===== src/hw/rtl/ssm_pkg.sv =====
// Shared types and constants for the streaming substring matcher.
// Used by ssm_step, streaming_substring_matcher, ssm_checker and tb; depends on nothing.
package ssm_pkg;

	localparam int MAX_PATTERN = 8;
	localparam int CHAR_W      = 8;
	localparam int CNT_W       = $clog2(MAX_PATTERN);
	localparam int LEN_W       = $clog2(MAX_PATTERN + 1);
	localparam int PAT_W       = MAX_PATTERN * CHAR_W;
	localparam int CFG_IDX_W   = 2;

	localparam logic [CHAR_W-1:0] NEWLINE_CHAR = 8'h0A;

	// Register indexes of the configuration port
	localparam logic [CFG_IDX_W-1:0] CFG_PATTERN_BYTES   = 2'd0;
	localparam logic [CFG_IDX_W-1:0] CFG_PATTERN_LENGTH  = 2'd1;
	localparam logic [CFG_IDX_W-1:0] CFG_STOP_AT_NEWLINE = 2'd2;

	typedef enum logic [1:0] {
		ST_SEARCHING = 2'd0,
		ST_FOUND     = 2'd1,
		ST_NOT_FOUND = 2'd2
	} status_t;

	// Outcome of one character: status and the count to carry forward
	typedef struct packed {
		status_t            status;
		logic [CNT_W-1:0]   next_count;
	} step_res_t;

endpackage


===== src/hw/rtl/ssm_step.sv =====
// Combinational match step: one character against the current partial match.
// Depends on ssm_pkg for widths, the status codes and the step result struct.
module ssm_step (
	input  logic [ssm_pkg::PAT_W-1:0]  pattern_bytes,
	input  logic [ssm_pkg::LEN_W-1:0]  pattern_length,
	input  logic                       stop_at_newline,
	input  logic [ssm_pkg::CHAR_W-1:0] char_in,
	input  logic                       end_of_stream,
	input  logic [ssm_pkg::CNT_W-1:0]  count,
	output ssm_pkg::step_res_t         res
);
	import ssm_pkg::*;

	logic [CHAR_W-1:0] pat [MAX_PATTERN];
	logic [LEN_W-1:0]  len_eff;
	logic [CNT_W-1:0]  m;
	logic [LEN_W-1:0]  m_inc;
	logic [CNT_W-1:0]  fb;
	// border[mm][kk]: first kk pattern bytes equal the kk bytes ending at mm-1
	logic              border [MAX_PATTERN][MAX_PATTERN];

	// Split the packed pattern into bytes
	always_comb begin
		for (int i = 0; i < MAX_PATTERN; i++) begin
			pat[i] = pattern_bytes[i*CHAR_W +: CHAR_W];
		end
	end

	// Clamp the length to 1..MAX_PATTERN and drop a stale count
	always_comb begin
		if (pattern_length == '0) begin
			len_eff = LEN_W'(1);
		end else if (pattern_length > LEN_W'(MAX_PATTERN)) begin
			len_eff = LEN_W'(MAX_PATTERN);
		end else begin
			len_eff = pattern_length;
		end
		m     = ({1'b0, count} >= len_eff) ? '0 : count;
		m_inc = {1'b0, m} + LEN_W'(1);
	end

	// Prefix/suffix agreement of the pattern with itself, all pairs in parallel
	always_comb begin
		for (int mm = 0; mm < MAX_PATTERN; mm++) begin
			for (int kk = 0; kk < MAX_PATTERN; kk++) begin
				border[mm][kk] = 1'b0;
				if (kk < mm) begin
					border[mm][kk] = 1'b1;
					for (int j = 0; j < kk; j++) begin
						if (pat[j] != pat[mm-kk+j]) begin
							border[mm][kk] = 1'b0;
						end
					end
				end
			end
		end
	end

	// Pick the longest fallback that the new character extends
	always_comb begin
		fb = '0;
		for (int kk = 0; kk < MAX_PATTERN - 1; kk++) begin
			if ((CNT_W'(kk) < m) && border[m][kk] && (pat[kk] == char_in)) begin
				fb = CNT_W'(kk + 1);
			end
		end
	end

	// Decide the status and the next count
	always_comb begin
		res.status     = ST_SEARCHING;
		res.next_count = '0;
		if (end_of_stream || (stop_at_newline && (char_in == NEWLINE_CHAR))) begin
			res.status = ST_NOT_FOUND;
		end else if (pat[m] == char_in) begin
			if (m_inc >= len_eff) begin
				res.status = ST_FOUND;
			end else begin
				res.next_count = m_inc[CNT_W-1:0];
			end
		end else begin
			res.next_count = fb;
		end
	end

endmodule


===== src/hw/rtl/streaming_substring_matcher.sv =====
// Top level of the streaming substring matcher: ports, configuration
// registers, input stage and result register. Depends on ssm_pkg and ssm_step.
//
// Searches a byte stream for a pattern of one to eight bytes and returns one
// status item for every input item: 0 searching, 1 found, 2 not found. Not
// found is given for an item with tlast set (end of stream, byte ignored) or,
// when stop_at_newline is set, for a newline; after found or not found the
// match restarts. Each item passes one input register and one result register,
// and a stall on the output side can hold it in either; one item is taken
// every cycle while the output side keeps up. The whole match step,
// including the fallback over all pattern positions, is combinational logic.
// Configuration registers are written through cfg_we/cfg_index/cfg_data
// (0 pattern bytes, 1 pattern length, 2 stop at newline); the user must write
// them only while no item is in flight, as the block does not enforce it.
module streaming_substring_matcher (
	input  logic                             clk,
	input  logic                             arst_n,
	// configuration write port
	input  logic                             cfg_we,
	input  logic [ssm_pkg::CFG_IDX_W-1:0]    cfg_index,
	input  logic [ssm_pkg::PAT_W-1:0]        cfg_data,
	// input items
	input  logic                             s_axis_tvalid,
	output logic                             s_axis_tready,
	input  logic [7:0]                       s_axis_tdata,  // [7:0] char_in
	input  logic                             s_axis_tlast,  // end_of_stream
	// result items
	output logic                             m_axis_tvalid,
	input  logic                             m_axis_tready,
	output logic [7:0]                       m_axis_tdata   // [1:0] match_status, rest 0
);
	import ssm_pkg::*;

	logic [PAT_W-1:0]  pattern_bytes_q;
	logic [LEN_W-1:0]  pattern_length_q;
	logic              stop_at_newline_q;

	logic              valid_s1;
	logic [CHAR_W-1:0] char_s1;
	logic              eos_s1;
	logic              valid_s2;
	status_t           status_s2;
	logic [CNT_W-1:0]  matched_count_q;

	logic              adv_s2;
	logic              adv_s1;
	step_res_t         step_res;

	// Configuration registers
	always_ff @(posedge clk or negedge arst_n) begin
		if (!arst_n) begin
			pattern_bytes_q   <= '0;
			pattern_length_q  <= LEN_W'(1);
			stop_at_newline_q <= 1'b0;
		end else if (cfg_we) begin
			case (cfg_index)
				CFG_PATTERN_BYTES:   pattern_bytes_q   <= cfg_data;
				CFG_PATTERN_LENGTH:  pattern_length_q  <= cfg_data[LEN_W-1:0];
				CFG_STOP_AT_NEWLINE: stop_at_newline_q <= cfg_data[0];
				default: ;
			endcase
		end
	end

	// Handshake: result register frees when taken, input stage when it moves on
	assign adv_s2        = !valid_s2 || m_axis_tready;
	assign adv_s1        = valid_s1 && adv_s2;
	assign s_axis_tready = !valid_s1 || adv_s2;

	// Input stage
	always_ff @(posedge clk or negedge arst_n) begin
		if (!arst_n) begin
			valid_s1 <= 1'b0;
		end else if (s_axis_tready) begin
			valid_s1 <= s_axis_tvalid;
		end
	end

	always_ff @(posedge clk) begin
		if (s_axis_tready && s_axis_tvalid) begin
			char_s1 <= s_axis_tdata;
			eos_s1  <= s_axis_tlast;
		end
	end

	ssm_step u_step (
		.pattern_bytes   (pattern_bytes_q),
		.pattern_length  (pattern_length_q),
		.stop_at_newline (stop_at_newline_q),
		.char_in         (char_s1),
		.end_of_stream   (eos_s1),
		.count           (matched_count_q),
		.res             (step_res)
	);

	// Match count advances once per item handled
	always_ff @(posedge clk or negedge arst_n) begin
		if (!arst_n) begin
			matched_count_q <= '0;
		end else if (adv_s1) begin
			matched_count_q <= step_res.next_count;
		end
	end

	// Result register
	always_ff @(posedge clk or negedge arst_n) begin
		if (!arst_n) begin
			valid_s2 <= 1'b0;
		end else if (adv_s2) begin
			valid_s2 <= valid_s1;
		end
	end

	always_ff @(posedge clk) begin
		if (adv_s1) begin
			status_s2 <= step_res.status;
		end
	end

	assign m_axis_tvalid = valid_s2;
	assign m_axis_tdata  = {6'b0, status_s2};

endmodule


===== config.mk =====
export PLATFORM = sky130hd
export DESIGN_NAME = streaming_substring_matcher
export DESIGN_NICKNAME = d
export VERILOG_FILES = /design/src/hw/rtl/ssm_pkg.sv /design/src/hw/rtl/ssm_step.sv /design/src/hw/rtl/streaming_substring_matcher.sv
export SDC_FILE = /design/constraint.sdc
export NUM_CORES = 1
export LEC_CHECK = 0
export ABC_AREA = 1
export BUFFER_PORTS_ARGS = -buffer_cell sky130_fd_sc_hd__clkbuf_2
export CORE_UTILIZATION = 60
export CTS_CLUSTER_SIZE = 14
export DETAILED_ROUTE_END_ITERATION = 8
export PLACE_DENSITY = 0.88
export SLEW_MARGIN = 20
export SYNTH_ARGS = -nofsm -noshare
export SYNTH_HDL_FRONTEND = slang
export SYNTH_SLANG_ARGS = --single-unit

===== constraint.sdc =====
create_clock -name clk -period 4.3 [get_ports clk]
set_input_delay 0.86 -clock clk [delete_from_list [all_inputs] [get_ports clk]]
set_output_delay 0.86 -clock clk [all_outputs]
set_load 0.1 [all_outputs]

== Word-level counts from Yosys, hierarchy flattened ==
Cells that the tools add are included.
Word-level totals
  bits of input ports: 80
  output and inout port bits: 10
  flip-flop bits (word level): 85
Operators by class
  eq/ne operators: 32
  reductions and logical operators: 28
  mux-type cells: 42
  magnitude comparators: 11
  add/sub/neg operators: 1
  bitwise logic cells: 2
Operator list (count)
  $ne 8x8->1: 21
  $eq 8x8->1: 8
  $bmux 8 s3: 2
  $mux 8: 4
  $mux 3: 8
  $mux 1: 23
  $logic_and 1x1->1: 17
  $lt 3x3->1 const A: 3
  $eq 8x4->1 const B: 1
  $mux 4: 2
  $lt 1x3->1 const A: 2
  $lt 2x3->1 const A: 2
  $mux 2: 3
  $reduce_and 2->1: 3
  $add 3x1->4 const B: 1
  $ge 3x4->1: 1
  $ge 4x4->1: 1
  $ge 4x4->1 const B: 1
  $gt 4x4->1 const B: 1
  $logic_not 4->1: 1
  $not 3->4: 1
  $logic_or 1x1->1: 3
  $eq 2x1->1 const B: 1
  $eq 2x2->1 const B: 1
  4 further kinds: 5

== Longest topological paths before layout ==
  depth in word-level cells: 21
  mapped depth: 25

== Hierarchy ==
A second synthesis with hierarchy kept.
Unflattened totals
  cell total of the unflattened synthesis: 1246
  area total of the unflattened synthesis: 8227.9 um^2
Modules (own cells, without submodules)
  ssm_step: instances 1, cells an instance 902, seq. area each 0.0 um^2, area each 4698.3 um^2
  streaming_substring_matcher: instances 1, cells an instance 344, seq. area each 2183.3 um^2, area each 3529.6 um^2

== Worst setup path after synthesis ==
Ideal clock, no wire load.
  kind: register -> register
  start: reg pattern_length_q[0]
  end: reg matched_count_q[0]
  slack: 1.216 ns
  path buffers: 1
  period minus slack after synthesis: 3.084 ns
  data required time: 4.235 ns
  cell stages (with the launch flop): 22
  arrival: 3.019 ns
  cells stage by stage: dfstp_2 -> nor3_1 -> o21ai_0 -> ha_1 -> nand2_1 -> inv_1 -> nand2_4 -> nand4_4 -> inv_2 -> buf_4 -> ha_1 -> ha_1 -> a21boi_0 -> o21ai_0 -> nand2_1 -> a21oi_1 -> nand2_1 -> nand3_1 -> nand2_1 -> inv_1 -> nand2_1 -> nand2_1
Between the ends
  cells in the longest elaborated chain, start to end: 20
  elaborated cells on any way between the ends: 47
  classes of those cells: 1 x add/sub; 10 x order compare; 1 x eq/ne; 19 x mux; 1 x bitwise; 15 x reduce/logical
RTL lines
  start, declared: RTL line streaming_substring_matcher.sv:35  | logic [LEN_W-1:0] pattern_length_q;
  start signal, assigned: RTL line streaming_substring_matcher.sv:58  | CFG_PATTERN_LENGTH: pattern_length_q <= cfg_data[LEN_W-1:0];
  $gt 4x4->1: RTL line ssm_step.sv:33  | end else if (pattern_length > LEN_W'(MAX_PATTERN)) begin
  $mux 4: RTL line ssm_step.sv:33
  $mux 4 *: RTL line ssm_step.sv:31  | if (pattern_length == '0) begin
  $ge 3x4->1: RTL line ssm_step.sv:38  | m = ({1'b0, count} >= len_eff) ? '0 : count;
  $mux 3: RTL line ssm_step.sv:38
  $not 3->4 (not written as such): RTL line ssm_step.sv:63, ssm_step.sv:75
  $bmux 8 s3: RTL line ssm_step.sv:63  | if ((CNT_W'(kk) < m) && border[m][kk] && (pat[kk] == char_in)) begin
  $mux 8 (not written as such) (2 in series): RTL line ssm_step.sv:63
  $logic_and 1x1->1 (2 in series): RTL line ssm_step.sv:63
  $mux 1: RTL line ssm_step.sv:63
  $mux 2 (2 in series): RTL line ssm_step.sv:63
  $mux 3 (4 in series): RTL line ssm_step.sv:63
  $mux 3 *: RTL line ssm_step.sv:75  | end else if (pat[m] == char_in) begin
  $mux 3 *: RTL line ssm_step.sv:73  | if (end_of_stream || (stop_at_newline && (char_in == NEWLINE_CHAR))) begin
  end signal, assigned: RTL line streaming_substring_matcher.sv:101  | matched_count_q <= step_res.next_count;
  end, declared: RTL line streaming_substring_matcher.sv:43  | logic [CNT_W-1:0] matched_count_q;
Every way passes the cells marked *; elsewhere a longest branch is shown, timed or not. The select of a mux whose other input is x is not followed.
A chain may end at the register's enable or synchronous reset.

== Worst setup path in the final report ==
  start: reg pattern_length_q[2]
  end: reg matched_count_q[0]
Same word-level chain as after synthesis.

==> impl_metrics.json <==
{
  "slew_viol_final": 0,
  "setup_total_negative_slack_ns": 0,
  "sequential_cell_area_um2": 2183,
  "die_h_um": 115.3,
  "routed_wl_per_cell_um": 17.79,
  "multi_input_area_um2": 4768,
  "maxSlewHeadroom": 0.3699,
  "ys_seq_elements": 85,
  "portbufs": 83,
  "startpoint": "pattern_length_q[2]$_DFFE_PN0P_",
  "yosys.area.top_type": "dfrtp_1",
  "drt_first_pass_iters": 5,
  "place_hpwl_mm": 16.03,
  "fillerInstances": 1130,
  "cp_max_fo": 21,
  "die_w_um": 115.3,
  "setup.worst_path.end_class": "flip-flop",
  "ctsRootBufferMaster": "clkbuf_16",
  "post_synthesis_mux_area_share": 0.04974,
  "achievable_frequency_mhz": 269.7,
  "cts_post_setup_buffers_inserted": 0,
  "die_area_um2": 13290,
  "max_slew.worst_pin.slew_ns": 0.9451,
  "cts.reportedPaths.clkPinSlew_ns": 0.06,
  "yosys.area_share.adder": 0.01463,
  "critical_path_startpoint_category": "flip-flop",
  "route.detailed.vias_per_inst": 5.814,
  "max_cap_violations": 0,
  "synth-warning-count": 0,
  "final_layout_size_suffix_gt1_frac": 0.1595,
  "final_critical_path_time_including_i_o_delays_and_setup_ns": 3.708,
  "tritoncts": "yes",
  "outcome": "completed",
  "power.total_uw": 3258,
  "final_cell_utilization_of_the_core": 0.6514,
  "antenna_violating_nets_post_route": 0,
  "gpl.final_weighted_congestion": 0.9685,
  "core_um2": 12570,
  "period_share": 0.8624,
  "boundaryPins": 90,
  "postSynthCellCount": 1060,
  "timing.hold.worst.class": "reg -> reg",
  "critical_path_class": "reg -> reg",
  "cts.sink_count": 85,
  "p_leak_uw": 0.003789,
  "arrival_ns": 4.01,
  "synthXorXnorAreaFrac": 0.2037,
  "grt_first_pass_wirelength_mm": 35.24,
  "share_of_the_synthesized_area_in_compound_gates_ao_oa_aoi_oai": 0.04535,
  "route.detailed.drc": 0,
  "worst_path_most_repeated_cell": "nand2_1",
  "layout-area-overhead-vs-synth_pct": 6.356,
  "cp_data_required_time_ns": 4.60,
  "drt_wl_total_mm": 22.13,
  "final-setup-viol-count": 0,
  "via_count_of_the_first_global_routing_pass": 6659,
  "critPathBufInv": 4,
  "largest_family_of_logic_cells_by_synthesized_area": "simple AND/OR/NAND/NOR gates",
  "hold_start": "pattern_length_q[0]$_DFFE_PN1P_",
  "floorplan.initialDensity": 0.6124,
  "layout.nets": 1156,
  "grt_start_max_net_pins": 75,
  "yosys.area.top_type_share": 0.2373,
  "timing.critical_path.cells": "nor3_1, nor2_1, nor2_1, ha_1, inv_1, nand2_1, nand2_1, nand2_1, nand2_1, buf_4, nand3_1, inv_2, ha_1, ha_1, a21boi_0, o21ai_0, nand2_1, a21oi_1, nand2_1, nand3_1, nand2_1, inv_1, nand2_1, nand2_1",
  "grt.overflow.total": 0,
  "synth_flop_cell": "dfrtp_1",
  "cts-hold-fix-buffers": 0,
  "holdWs_ns": 0.5101,
  "worst_path_largest_cell_delay_ns": 0.40,
  "critical_path.reg2reg.startpoint": "pattern_length_q[2]$_DFFE_PN0P_",
  "core.rowCount": 41,
  "cts_repair_resize_count": 0,
  "final.setup_skew_ns": 0.007852,
  "synth_area_um2": 7697,
  "insertedDiodeCount": 0,
  "synth-edff-count": 11,
  "h_tree_levels": 3,
  "ys_async_sr_fraction": 0.8706,
  "rsz0062_at_grt": "no",
  "power.density_cell_area_nw_per_um2": 398.0,
  "cts-buffers-inserted": 9,
  "synth_simple_gate_area_share": 0.3015,
  "grt.total_usage": 0.3545,
  "synth.top_cells.by_area": "dfrtp_1 (24%), xnor2_1 (13%), nand2_1 (13%), xor2_1 (7.1%), mux2_2 (5.0%)",
  "finalHoldViolCount": 0,
  "max-clock-path-buffers": 2,
  "vias": 7233,
  "antenna_found_initial": 0,
  "crit_family": "simple AND/OR/NAND/NOR gates",
  "slowest_stage": "dfrtp_1",
  "clk-insertion-delay-late_ns": 0.36,
  "avgSynthCellArea_um2": 7.262,
  "drt_iter0_markers": 871,
  "peakVddDrop_mv": 0.2621,
  "yosys.cell_types.count": 42,
  "portion_of_the_post_synthesis_area_used_by_sequential_elements": 0.2836
}
-- layer usage --
| metal | track usage | wire [µm] |
|---|---|---|
| met1 | 0.4843 | 9028 |
| met3 | 0.07011 | 2441 |
| met4 | 0.1619 | 859 |
| met2 | 0.5430 | 9795 |
| met5 | 0 | 0 |
-- placed cells by master (no fill, tap or decap), types with 2 or more instances in the layout --
| cell type | instances |
|---|---|
| nor4_1 | 6 |
| xnor2_1 | 117 |
| dfrtp_1 | 73 |
| nor2_4 | 4 |
| nor2_2 | 2 |
| inv_2 | 8 |
| nand4_1 | 57 |
| clkinvlp_4 | 2 |
| ha_1 | 9 |
| nor2_1 | 87 |
| nand3_1 | 69 |
| or2_2 | 4 |
| nand2_1 | 260 |
| inv_6 | 2 |
| a21oi_1 | 43 |
| edfxtp_1 | 11 |
| clkbuf_16 | 9 |
| nand2_4 | 2 |
| nand4_4 | 2 |
| nand2_2 | 3 |
| conb_1 | 6 |
| mux2_2 | 34 |
| clkbuf_2 | 82 |
| inv_1 | 69 |
| nand3_2 | 4 |
| o21ai_0 | 16 |
| xor2_1 | 62 |
| buf_4 | 6 |
| nor3_1 | 6 |
-- synth_stat cells (6+ instances only) --
| cell type | count |
|---|---|
| a21oi_1 | 43 |
| buf_2 | 51 |
| buf_4 | 10 |
| clkbuf_1 | 29 |
| dfrtp_1 | 73 |
| edfxtp_1 | 11 |
| ha_1 | 9 |
| inv_1 | 69 |
| inv_2 | 8 |
| mux2_2 | 34 |
| nand2_1 | 260 |
| nand3_1 | 70 |
| nand4_1 | 57 |
| nor2_1 | 87 |
| nor3_1 | 6 |
| nor4_1 | 6 |
| o21ai_0 | 16 |
| xnor2_1 | 117 |
| xor2_1 | 62 |
-- logic make-up (layout without fill, tap and decap cells) --
| family | count (synthesis) | after routing |
|---|---|---|
| and+or+nand+nor | 512 | 512 |
| xor gates and xnor gates | 179 | 179 |
| buffers and inverters | 174 | 181 |
| DFF | 85 | 85 |
| AOI/OAI and AO/OA | 66 | 66 |
| muxes | 34 | 34 |
| adders and majority gates | 9 | 9 |
| other | 1 | 6 |
-- tightest hold or removal path, cell delays in order, from the launching register on --
cell,delay [ns]
dfstp_2,0.38
nand2_1,0.06
o21ai_0,0.07
-- final cells by class --
type | count | area share
tap | 172 | 0.02629
multi-input combinational | 806 | 0.5825
clock inverter | 6 | 0.005655
timing repair buffer | 88 | 0.05563
inverter | 77 | 0.03530
clock buffer | 10 | 0.02797
sequential | 85 | 0.2667
-- power by group --
| part | internal, µW | switching (µW) |
|---|---|---|
| sequential | 937 | 456 |
| clock | 395 | 333 |
| combinational | 539 | 599 |
-- stage by stage --
step | worst slack [ns] | std cells | cell area, µm²
global placement | 0.8533 | 1228 | 7911
floorplan | 1.216 | 1065 | 7716
global route | 0.2067 | 1244 | 8187
detailed placement | 0.6539 | 1228 | 7911
finish | 0.5917 | 1244 | 8187
CTS | 0.6383 | 1244 | 8187
-- registers in the layout, summed over array words and instances, names as in the netlist --
| signal | cells |
|---|---|
| matched_count_q | 3 |
| m_axis_tvalid | 1 |
| char_s1 | 8 |
| pattern_length_q | 4 |
| pattern_bytes_q | 64 |
| status_s2 | 2 |
| eos_s1 | 1 |
| stop_at_newline_q | 1 |
| valid_s1 | 1 |
-- worst paths after layout --
kind                       slack, ns  cells after the start                               to
max                             0.59                     24   matched_count_q[0]$_DFFE_PN0P_
min                             0.51                      2  pattern_length_q[0]$_DFFE_PN1P_
max reg2reg                     0.59                     24   matched_count_q[0]$_DFFE_PN0P_
min reg2reg                     0.51                      2  pattern_length_q[0]$_DFFE_PN1P_
max in group asynchronous       3.03                      1  pattern_bytes_q[61]$_DFFE_PN0P_
min in group asynchronous       0.60                      1  pattern_bytes_q[44]$_DFFE_PN0P_
(Power assumes the default switching activity.)
